--- src/rtl/core/lcs_pkg.sv ---
package lcs_pkg;

    // Operation codes of the input channel
    localparam logic [1:0] OP_APPEND = 2'd0;
    localparam logic [1:0] OP_SECOND = 2'd1;
    localparam logic [1:0] OP_FINISH = 2'd2;

    typedef enum logic {
        ST_IDLE,
        ST_DRAIN
    } t_state;

    // Second-string byte travelling along the chain
    typedef struct packed {
        logic       valid;
        logic [7:0] sym;
        logic       case_sens;
    } t_tok;

    // Fold A-Z to lower case unless comparing exactly
    function automatic logic [7:0] fold(input logic [7:0] c, input logic case_sens);
        if (!case_sens && c >= 8'h41 && c <= 8'h5A) begin
            return c + 8'd32;
        end
        return c;
    endfunction

endpackage

--- src/rtl/core/lcs_length_engine.sv ---
// LCS length engine: length of the longest common subsequence of two byte strings.
// Input channel (i_valid / o_stall): i_op 0 appends a first-string byte, i_op 1
// feeds a second-string byte, i_op 2 finishes the pair; i_op 3 is taken and ignored.
// Output channel (o_valid / i_stall): one result per finish, holding the length
// and the overflow and order-error flags.
// Each first-string byte sits in one cell of a chain of MAX_LEN cells. A
// second-string byte enters the chain in the cycle after its transfer and moves one
// cell per cycle, so append and second-string transfers are taken every cycle while
// no finish is pending. A finish waits for the last byte to leave the chain, then
// loads the result register and clears the pair; input is stalled from the finish
// transfer until that load, which also raises o_valid.
// A result waiting under i_stall does not block appends or second-string bytes;
// only the result of a following finish waits for it to go, input stalled meanwhile.
// i_cfg_wr_en writes case_sensitive (reset 1); it is sampled with each second-string byte.
// Reset (synchronous, active low) empties the strings, zeroes the column and
// drops any pending result.
module lcs_length_engine
    import lcs_pkg::*;
#(
    parameter int MAX_LEN = 64
) (
    input  logic       i_clk,
    input  logic       i_rst_n,
    input  logic       i_cfg_wr_en,
    input  logic [0:0] i_cfg_wr_data,
    input  logic       i_valid,
    output logic       o_stall,
    input  logic [1:0] i_op,
    input  logic [7:0] i_symbol,
    output logic       o_valid,
    input  logic       i_stall,
    output logic [6:0] o_match_length,
    output logic       o_overflow,
    output logic       o_order_error
);

    localparam int CW = $clog2(MAX_LEN + 1);
    localparam int EW = (CW > 7) ? CW : 7;

    t_state          r_state;
    t_state          n_state;
    logic            r_case_sens;
    logic [CW-1:0]   r_count;
    logic            r_second;
    logic            r_overflow;
    logic            r_order_err;
    logic [CW-1:0]   r_drain;
    logic [CW-1:0]   n_drain;
    t_tok            r_tok;
    logic            accept;
    logic            emit;
    logic            out_free;
    logic [EW-1:0]   len_ext;

    t_tok            tok   [MAX_LEN+1];
    logic [CW-1:0]   diag  [MAX_LEN+1];
    logic [CW-1:0]   left  [MAX_LEN+1];

    assign accept   = i_valid && !o_stall;
    assign out_free = !o_valid || !i_stall;

    // Configuration register
    always_ff @(posedge i_clk) begin
        if (!i_rst_n) begin
            r_case_sens <= 1'b1;
        end else if (i_cfg_wr_en) begin
            r_case_sens <= i_cfg_wr_data[0];
        end
    end

    // Finish sequencer; input is never stalled while idle
    always_comb begin
        n_state = r_state;
        n_drain = r_drain;
        emit    = 1'b0;
        o_stall = 1'b0;
        unique case (r_state)
            ST_IDLE: begin
                if (i_valid && i_op == OP_FINISH) begin
                    n_state = ST_DRAIN;
                    n_drain = CW'(MAX_LEN);
                end
            end
            ST_DRAIN: begin
                o_stall = 1'b1;
                if (r_drain != '0) begin
                    n_drain = r_drain - CW'(1);
                end else if (out_free) begin
                    emit    = 1'b1;
                    n_state = ST_IDLE;
                end
            end
            default: begin
                n_state = ST_IDLE;
            end
        endcase
    end

    always_ff @(posedge i_clk) begin
        if (!i_rst_n) begin
            r_state <= ST_IDLE;
            r_drain <= '0;
        end else begin
            r_state <= n_state;
            r_drain <= n_drain;
        end
    end

    // Pair bookkeeping: fill count and flags
    always_ff @(posedge i_clk) begin
        if (!i_rst_n || emit) begin
            r_count     <= '0;
            r_second    <= 1'b0;
            r_overflow  <= 1'b0;
            r_order_err <= 1'b0;
        end else if (accept) begin
            if (i_op == OP_APPEND) begin
                priority if (r_second) begin
                    r_order_err <= 1'b1;
                end else if (r_count >= CW'(MAX_LEN)) begin
                    r_overflow <= 1'b1;
                end else begin
                    r_count <= r_count + CW'(1);
                end
            end else if (i_op == OP_SECOND) begin
                r_second <= 1'b1;
            end
        end
    end

    // Entry stage of the chain
    always_ff @(posedge i_clk) begin
        r_tok.sym       <= fold(i_symbol, r_case_sens);
        r_tok.case_sens <= r_case_sens;
        if (!i_rst_n) begin
            r_tok.valid <= 1'b0;
        end else begin
            r_tok.valid <= accept && (i_op == OP_SECOND);
        end
    end

    assign tok[0]  = r_tok;
    assign diag[0] = '0;
    assign left[0] = '0;

    // Chain of cells, one per first-string position
    for (genvar g = 0; g < MAX_LEN; g++) begin : g_cell
        logic load;
        assign load = accept && (i_op == OP_APPEND) && !r_second && (r_count == CW'(g));

        lcs_cell #(
            .W (CW)
        ) u_cell (
            .i_clk   (i_clk),
            .i_rst_n (i_rst_n),
            .i_clear (emit),
            .i_load  (load),
            .i_byte  (i_symbol),
            .i_tok   (tok[g]),
            .i_diag  (diag[g]),
            .i_left  (left[g]),
            .o_tok   (tok[g+1]),
            .o_diag  (diag[g+1]),
            .o_left  (left[g+1])
        );
    end

    // Last cell holds the running maximum, which equals the entry at the fill count
    assign len_ext = EW'(left[MAX_LEN]);

    // Result register
    always_ff @(posedge i_clk) begin
        if (!i_rst_n) begin
            o_valid <= 1'b0;
        end else if (emit) begin
            o_valid <= 1'b1;
        end else if (!i_stall) begin
            o_valid <= 1'b0;
        end
    end

    always_ff @(posedge i_clk) begin
        if (emit) begin
            o_match_length <= (len_ext > EW'(127)) ? 7'd127 : len_ext[6:0];
            o_overflow     <= r_overflow;
            o_order_error  <= r_order_err;
        end
    end

`ifndef NO_ASSERTIONS
    a_count_range: assert property (@(posedge i_clk) disable iff (!i_rst_n)
        r_count <= CW'(MAX_LEN))
        else $error("fill count beyond chain length");

    a_no_entry_in_drain: assert property (@(posedge i_clk) disable iff (!i_rst_n)
        (r_state == ST_DRAIN) |-> !accept)
        else $error("transfer taken while draining");

    a_chain_empty_at_emit: assert property (@(posedge i_clk) disable iff (!i_rst_n)
        emit |-> (!r_tok.valid && !tok[MAX_LEN].valid))
        else $error("result taken with bytes still in the chain");

    // The last cell's hand-over register settles to zero once the cleared column entry has passed into it
    a_cleared_after_emit: assert property (@(posedge i_clk) disable iff (!i_rst_n)
        emit |=> (r_count == '0 && !r_second) ##1 (left[MAX_LEN] == '0))
        else $error("pair not cleared after result");
`endif

endmodule

--- src/rtl/core/lcs_cell.sv ---
module lcs_cell
    import lcs_pkg::*;
#(
    parameter int W = 7
) (
    input  logic         i_clk,
    input  logic         i_rst_n,
    input  logic         i_clear,
    input  logic         i_load,
    input  logic [7:0]   i_byte,
    input  t_tok         i_tok,
    input  logic [W-1:0] i_diag,
    input  logic [W-1:0] i_left,
    output t_tok         o_tok,
    output logic [W-1:0] o_diag,
    output logic [W-1:0] o_left
);

    logic         r_valid;
    logic [7:0]   r_byte;
    logic [W-1:0] r_col;
    logic [W-1:0] n_col;
    logic         match;

    // Match only against a stored byte; empty cells just carry the maximum on
    assign match = r_valid && (fold(r_byte, i_tok.case_sens) == i_tok.sym);

    always_comb begin
        n_col = r_col;
        if (i_tok.valid) begin
            if (match) begin
                n_col = i_diag + W'(1);
            end else begin
                n_col = (r_col > i_left) ? r_col : i_left;
            end
        end
    end

    // Stored first-string byte
    always_ff @(posedge i_clk) begin
        if (i_load) begin
            r_byte <= i_byte;
        end
    end

    // Column entry, occupancy and hand-over to the next cell
    always_ff @(posedge i_clk) begin
        o_tok.sym       <= i_tok.sym;
        o_tok.case_sens <= i_tok.case_sens;
        o_diag          <= r_col;
        o_left          <= n_col;
        if (!i_rst_n) begin
            r_valid     <= 1'b0;
            r_col       <= '0;
            o_tok.valid <= 1'b0;
        end else if (i_clear) begin
            r_valid     <= 1'b0;
            r_col       <= '0;
            o_tok.valid <= 1'b0;
        end else begin
            if (i_load) begin
                r_valid <= 1'b1;
            end
            r_col       <= n_col;
            o_tok.valid <= i_tok.valid;
        end
    end

endmodule

--- config.mk ---
export PLATFORM = sky130hd
export DESIGN_NAME = lcs_length_engine
export DESIGN_NICKNAME = d
export VERILOG_FILES = /design/src/rtl/core/lcs_pkg.sv /design/src/rtl/core/lcs_length_engine.sv /design/src/rtl/core/lcs_cell.sv
export SDC_FILE = /design/constraint.sdc
export NUM_CORES = 2
export LEC_CHECK = 0
export BUFFER_PORTS_ARGS = -buffer_cell sky130_fd_sc_hd__buf_2
export CORE_ASPECT_RATIO = 0.7
export CORE_UTILIZATION = 48
export DETAILED_ROUTE_END_ITERATION = 8
export GPL_TIMING_DRIVEN = 0
export PLACE_DENSITY = 0.65
export SLEW_MARGIN = 20
export SYNTH_ARGS = -nofsm -noshare
export SYNTH_HDL_FRONTEND = slang
export SYNTH_SLANG_ARGS = --single-unit
--- constraint.sdc ---
create_clock -name i_clk -period 3.12 [get_ports i_clk]
set_input_delay 0.78 -clock i_clk [delete_from_list [all_inputs] [get_ports i_clk]]
set_output_delay 0.78 -clock i_clk [all_outputs]
set_load 0.005 [all_outputs]
# Yosys cells after proc, flatten, opt, wreduce, memory -nomap -nowiden

Index checks and enable logic that the tools add are counted.

Bits of input ports: 16
Memories kept: 0
Flip-flop bits (word level): 2,582
Bits in latches: 0
Logic and storage cells: 1,729
Output and inout port bits: 11
RAM bits: 0
Memory bits (read-only): 0

Multiply operators: 0
Bitwise operators: 5
Shift operators: 0
$add $sub $neg: 130
Equal/unequal tests: 132
Mux-type cells: 400
Div/mod/pow operators: 0
Reduce and logical (&&, ||, !) cells: 344
$lt $le $gt $ge: 196

Operators by type and width:

| kind                  | count |
|---|---|
| $mux W7               | 194 |
| $mux W8               | 130 |
| $add A8 B6 Y8 const B | 65 |
| $ge A8 B7 Y1 const B  | 65 |
| $le A8 B7 Y1 const B  | 65 |
| $eq A8 B8 Y1          | 64 |
| $add A7 B1 Y7 const B | 64 |
| $gt A7 B7 Y1          | 63 |
| $logic_and A1 B1 Y1   | 263 |
| $eq A7 B6 Y1 const B  | 32 |
| $eq A7 B5 Y1 const B  | 16 |
| $mux W1               | 74 |
| $logic_not A1 Y1      | 70 |
| $eq A7 B4 Y1 const B  | 8 |
| $eq A7 B3 Y1 const B  | 4 |
| $eq A7 B2 Y1 const B  | 2 |
| $pmux W7 S2           | 1 |
| $reduce_and A4 Y1     | 2 |
| $eq A7 B1 Y1 const B  | 1 |
| $ge A7 B7 Y1 const B  | 1 |
| $gt A7 B1 Y1 const B  | 1 |
| $gt A7 B7 Y1 const B  | 1 |
| $logic_not A7 Y1      | 1 |
| $reduce_bool A7 Y1    | 1 |
| 12 further kinds      | 19 |

# Depth between registers and ports, before layout

Depth after elaboration: 9
Mapped depth: 10
Mapped depth without buffers: 9

# Modules after synthesis

Synthesis repeated with hierarchy kept, for this count alone.

Cell total of the unflattened synthesis: 11,508
Area, all modules: 120,973.5 sq um

By module, submodules not included:

| module                          | area an instance (sq um) | seq. area each (sq um) | times used | cells an instance |
|---|---|---|---|---|
| lcs_cell (g_cell[0].u_cell ...) | 1,858.0                  | 880.8                  | 63         | 176 |
| lcs_length_engine               | 2,048.2                  | 870.8                  | 1          | 240 |
| lcs_cell (g_cell[7].u_cell)     | 1,869.3                  | 880.8                  | 1          | 180 |

# Worst setup path after synthesis

OpenSTA, ideal clock, no wires.

Kind: in2reg
Start point: in i_valid
End point: reg g_cell[23].u_cell.r_byte[0], enable pin
Data arrival time: 2.557 ns
Path buffers: 1
Slack: 0.189 ns
Stages: 5
Required time: 2.746 ns
Library setup time: 0.374 ns
Cells stage by stage: nand2b_1 > nor4_1 > clkbuf_1 > nand3_1 > nor2_1

Word-level cells in the longest chain between the ends: 4

Ends and longest elaborated chain:

| item                              | line                     | RTL |
|---|---|---|
| start: declaration                | lcs_length_engine.sv:26  | `input logic i_valid,` |
| $logic_and A1 B1 Y1               | lcs_length_engine.sv:59  | `assign accept = i_valid && !o_stall;` |
| $logic_and A1 B1 Y1 (3 in series) | lcs_length_engine.sv:149 | `assign load = accept && (i_op == OP_APPEND) && !r_second && (r_count == CW'(g));` |
| named net g_cell[23].load         | lcs_length_engine.sv:148 | `logic load;` |
| end signal: assignment            | lcs_cell.sv:42           | `r_byte <= i_byte;` |
| end: declaration                  | lcs_cell.sv:20           | `logic [7:0] r_byte;` |

The timed path passes the listed nets, and every way through them passes these cells.
A chain may end at the register's enable or synchronous reset.

# Worst setup path after layout

Start point: reg r_state
End point: reg g_cell[44].u_cell.r_byte[6], enable pin

Word-level cells in the longest chain between the ends: 6

Ends and longest elaborated chain:

| item                              | line                     | RTL |
|---|---|---|
| start: declaration                | lcs_length_engine.sv:40  | `t_state r_state;` |
| start signal: assignment          | lcs_length_engine.sv:104 | `r_state <= n_state;` |
| $mux W1                           | lcs_length_engine.sv:77  | `unique case (r_state)` |
| $logic_not A1 Y1                  | lcs_length_engine.sv:59  |  |
| $logic_and A1 B1 Y1               | lcs_length_engine.sv:59  |  |
| $logic_and A1 B1 Y1 (3 in series) | lcs_length_engine.sv:149 |  |
| named net g_cell[44].load         | lcs_length_engine.sv:148 |  |
| end signal: assignment            | lcs_cell.sv:42           |  |
| end: declaration                  | lcs_cell.sv:20           |  |

The timed path passes the listed nets, and every way through them passes these cells.

==> impl_metrics.csv <==
group,metric,value,unit
status,violations,"setup timing",
power_and_ir_drop,p_per_area,579,mW/mm²
sta,timing.fmax,299,MHz
synth,netlist_area,0.101,mm²
sta,rsz0062_at_grt,"yes",
floorplanning,fp.dieArea,0.213,mm²
job,drv_cap,0,
drt,drt_first_pass_iters,6,
floorplanning,die_x,551,µm
placed_design,io_buffers,26,
clock_tree,cts-root-buf,"clkbuf_16",
drt,drc,0,
clock_tree,cts.sinks,2582,
status,status,"finished with violations",
critical_path,critPathRequiredTime,3.64,ns
clock_tree,cts_tree,"built",
global_route,grt_start_max_net_pins,45,
clock_tree,cts_buffers,241,
floorplanning,die_h,386,µm
synth,ys_async_sr_fraction,0,%
sta,fin_crit,3.34,ns
clock_tree,ctsHoldBuffers,0,
global_route,grt_antenna_before_repair,7,
drt,drt.antenna.violating_nets,0,
power_and_ir_drop,power_leakage,42.8,nW
synth,ys_seq_area_share,56.2,%
power_and_ir_drop,power.internal,51.9,mW
hold_path,hold_path.class,"in -> reg",
sta,whs,0.111,ns
critical_path,worstSetupPathType,"reg -> reg",
floorplanning,io_pins,27,
global_route,grt_pass1_wl,372000,µm
sta,hold_viol,0,
power_and_ir_drop,pwr-share-comb,2.2,%
synth,synth.distinct_cells,77,
critical_path,path_max_fanout,10,
sta,setup_viol,257,
sta,tns,-25.93,ns
sta,maxSlewViolCount,0,
power_and_ir_drop,p_seq_share,52.6,%
power_and_ir_drop,p_clk_share,45.3,%
power_and_ir_drop,power,66.0,mW
clock_tree,clk_path_buf_depth,4,
synth,synth_edf_count,521,
finish,nets,9827,
power_and_ir_drop,ir_worst_vdd,0.000571,V
drt,drtIter0Drc,5310,
global_route,grt-ovfl-total,0,
placed_design,gp_congestion,0.855,
floorplanning,start_util,48.5,%
clock_tree,clk_pin_slew,0.06,ns
drt,via_per_inst,5.58,
critical_path,critPathCaptureType,"register",
floorplanning,rows,140,
finish,final_cell_mix,"dfxtp_1, inv_1, ha_1",
global_route,grt_use_total,21.9,%
synth,synth_ff_type,"dfxtp_1",
finish,layout_commonest_cell,"dfxtp_1",
drt,dr_total_vias,68136,
synth,syn_area_per_cell,11.3,µm²
critical_path,start_kind,"register",
placed_design,dp_cells,11761,
floorplanning,core,0.209,mm²
sta,fin_worst_skew,0.0793,ns
sta,tightest_slew,1.29,ns
finish,drive_gt1_share,9.29,%
global_route,grt_pass1_vias,66267,
finish,stdcell_count,12210,
synth,syn-num-nets,9540,
power_and_ir_drop,switchingPower,14.0,mW
clock_tree,clk_latency,0.90,ns
finish,syn2layout_area_growth,12.5,%
clock_tree,h-tree-depth,4,
critical_path,critical_path_arrival,3.86,ns
finish,n_fill_cell,17542,
synth,ys_ff_latch,2582,
synth,syn-instance-count,8950,
sta,finalCritPeriodShare,107,%
sta,setup_ws,-0.221,ns
drt,drt_wl_total,238000,µm
drt,detail_route.wl_per_cell,19.5,µm
placed_design,hpwl,171000,µm
power_and_ir_drop,switching_share,21.3,%
synth,synth_warnings,0,
sta,slew-limit-headroom,13.8,%
final cells by class:
class	instances	area [µm²]	share of cell area (%)
antenna	1	2.50	0.00220
buffer	241	1070	0.939
clock buffer	332	6900	6.06
clock inverter	114	1160	1.02
inverter	768	2880	2.53
multi-input combinational	5359	41000	36.0
sequential	2582	56900	50.0
tap	2769	3460	3.04
timing repair buffer	44	572	0.502
through the flow:
stage / utilization (%) / area (µm²) / setup slack [ns]
floorplan: - / 101000 / 0.189
global placement: 50.2 / 105000 / -3.15
detailed placement: 50.4 / 105000 / -1.32
CTS: 54.4 / 114000 / -0.283
global route: 54.6 / 114000 / -0.258
finish: 54.6 / 114000 / -0.221
power groups by stage:
stage	Sequential [mW]	Combinational, mW	Clock (mW)
finish	34.7	1.44	29.9
global route	34.7	1.53	31.8
CTS	34.7	1.44	30.4
detailed placement	35.4	1.41	0
global placement	35.4	1.31	0
floorplan	35.3	0.689	0
critical path: stages (launching register included):
cell and delay [ns]:
dfxtp_1 0.37, nand2b_1 0.22, nor4_2 0.47, buf_6 0.26, clkbuf_1 0.52, nand3_2 0.63
nor2_4 0.52
cell families (layout without fill, tap and decap cells):
family	after synthesis	after routing	synth area share, %
XOR/XNOR	894	894	7.76
multiplexers	22	22	0.240
flip-flops	2582	2582	56.2
adder cells (fa/ha/maj)	574	574	7.10
buffers and inverters	1009	1499	3.82
other	0	1	0
AO/OA/AOI/OAI	2121	2121	16.1
AND/OR/NAND/NOR	1748	1748	8.80
worst paths after layout:
path                             start                           to  slack [ns]  cells after the start
min                      i_cfg_wr_data                  r_case_sens        0.11                      3
max                            r_state  g_cell[44].u_cell.r_byte[6]       -0.22                      6
min reg2reg  g_cell[1].u_cell.o_tok[7]    g_cell[2].u_cell.o_tok[7]        0.32                      0
max reg2reg                    r_state  g_cell[44].u_cell.r_byte[6]       -0.22                      6
sequential cells by signal, summed over array words and instances, names as in the netlist, 7 cells and up:
| name | cells |
|---|---|
| r_tok | 10 |
| g_cell.u_cell.r_byte | 512 |
| r_count | 7 |
| r_drain | 7 |
| g_cell.u_cell.o_tok | 630 |
| g_cell.u_cell.o_diag | 441 |
| g_cell.u_cell.r_col | 448 |
| g_cell.u_cell.o_left | 448 |
| o_match_length | 7 |
| g_cell.u_cell.r_valid | 64 |
Yosys cell counts (11+ instances only):
cell,count,area [µm²]
a221oi_1,168,1470
edfxtp_1,521,15600
o31ai_1,43,323
a2bb2oi_1,53,464
o2111ai_1,19,166
and2_1,22,138
a31o_2,11,96.3
nor4_1,107,669
nor3_1,111,556
o2bb2ai_1,50,438
o211a_1,35,350
inv_1,761,2860
o211ai_1,48,360
ha_1,574,7180
a21oi_1,266,1330
o21bai_1,18,135
dfxtp_1,2061,41300
xnor2_1,452,3960
a31oi_1,41,257
nand2_1,288,1080
or4_1,66,495
and3_1,72,450
nand4_1,87,544
buf_2,35,175
nand2b_1,70,438
or2_2,34,213
or3_1,46,288
a211oi_1,30,225
o21a_1,98,736
nor2_1,405,1520
nor2b_1,119,744
a22oi_1,286,2150
and2_0,14,87.6
nand3_1,266,1330
mux2_2,14,158
o21ai_1,16,80.1
clkbuf_1,195,732
o31a_1,24,210
a21o_1,74,556
o22ai_1,195,1220
o21ai_0,146,731
and4_1,26,228
o22a_1,246,2150
o221a_2,205,2310
xor2_1,440,3850
routing by layer:
layer	vias to the layer above	share of wire (%)	GRT usage, %
met1	32991	52	34.2
met5	-	0	0
met3	342	5.4	3.03
met2	1590	41	31.5
li1	33213	-	-
met4	0	2.3	5.47
timing repair:
| action | CTS | global route |
|---|---|---|
| pin swaps | 1 | 0 |
| setup buffers | 2 | 0 |
| endpoints found under the setup margin | 810 | 625 |
| resized for setup | 76 | 117 |
(Power assumes the default switching activity.)
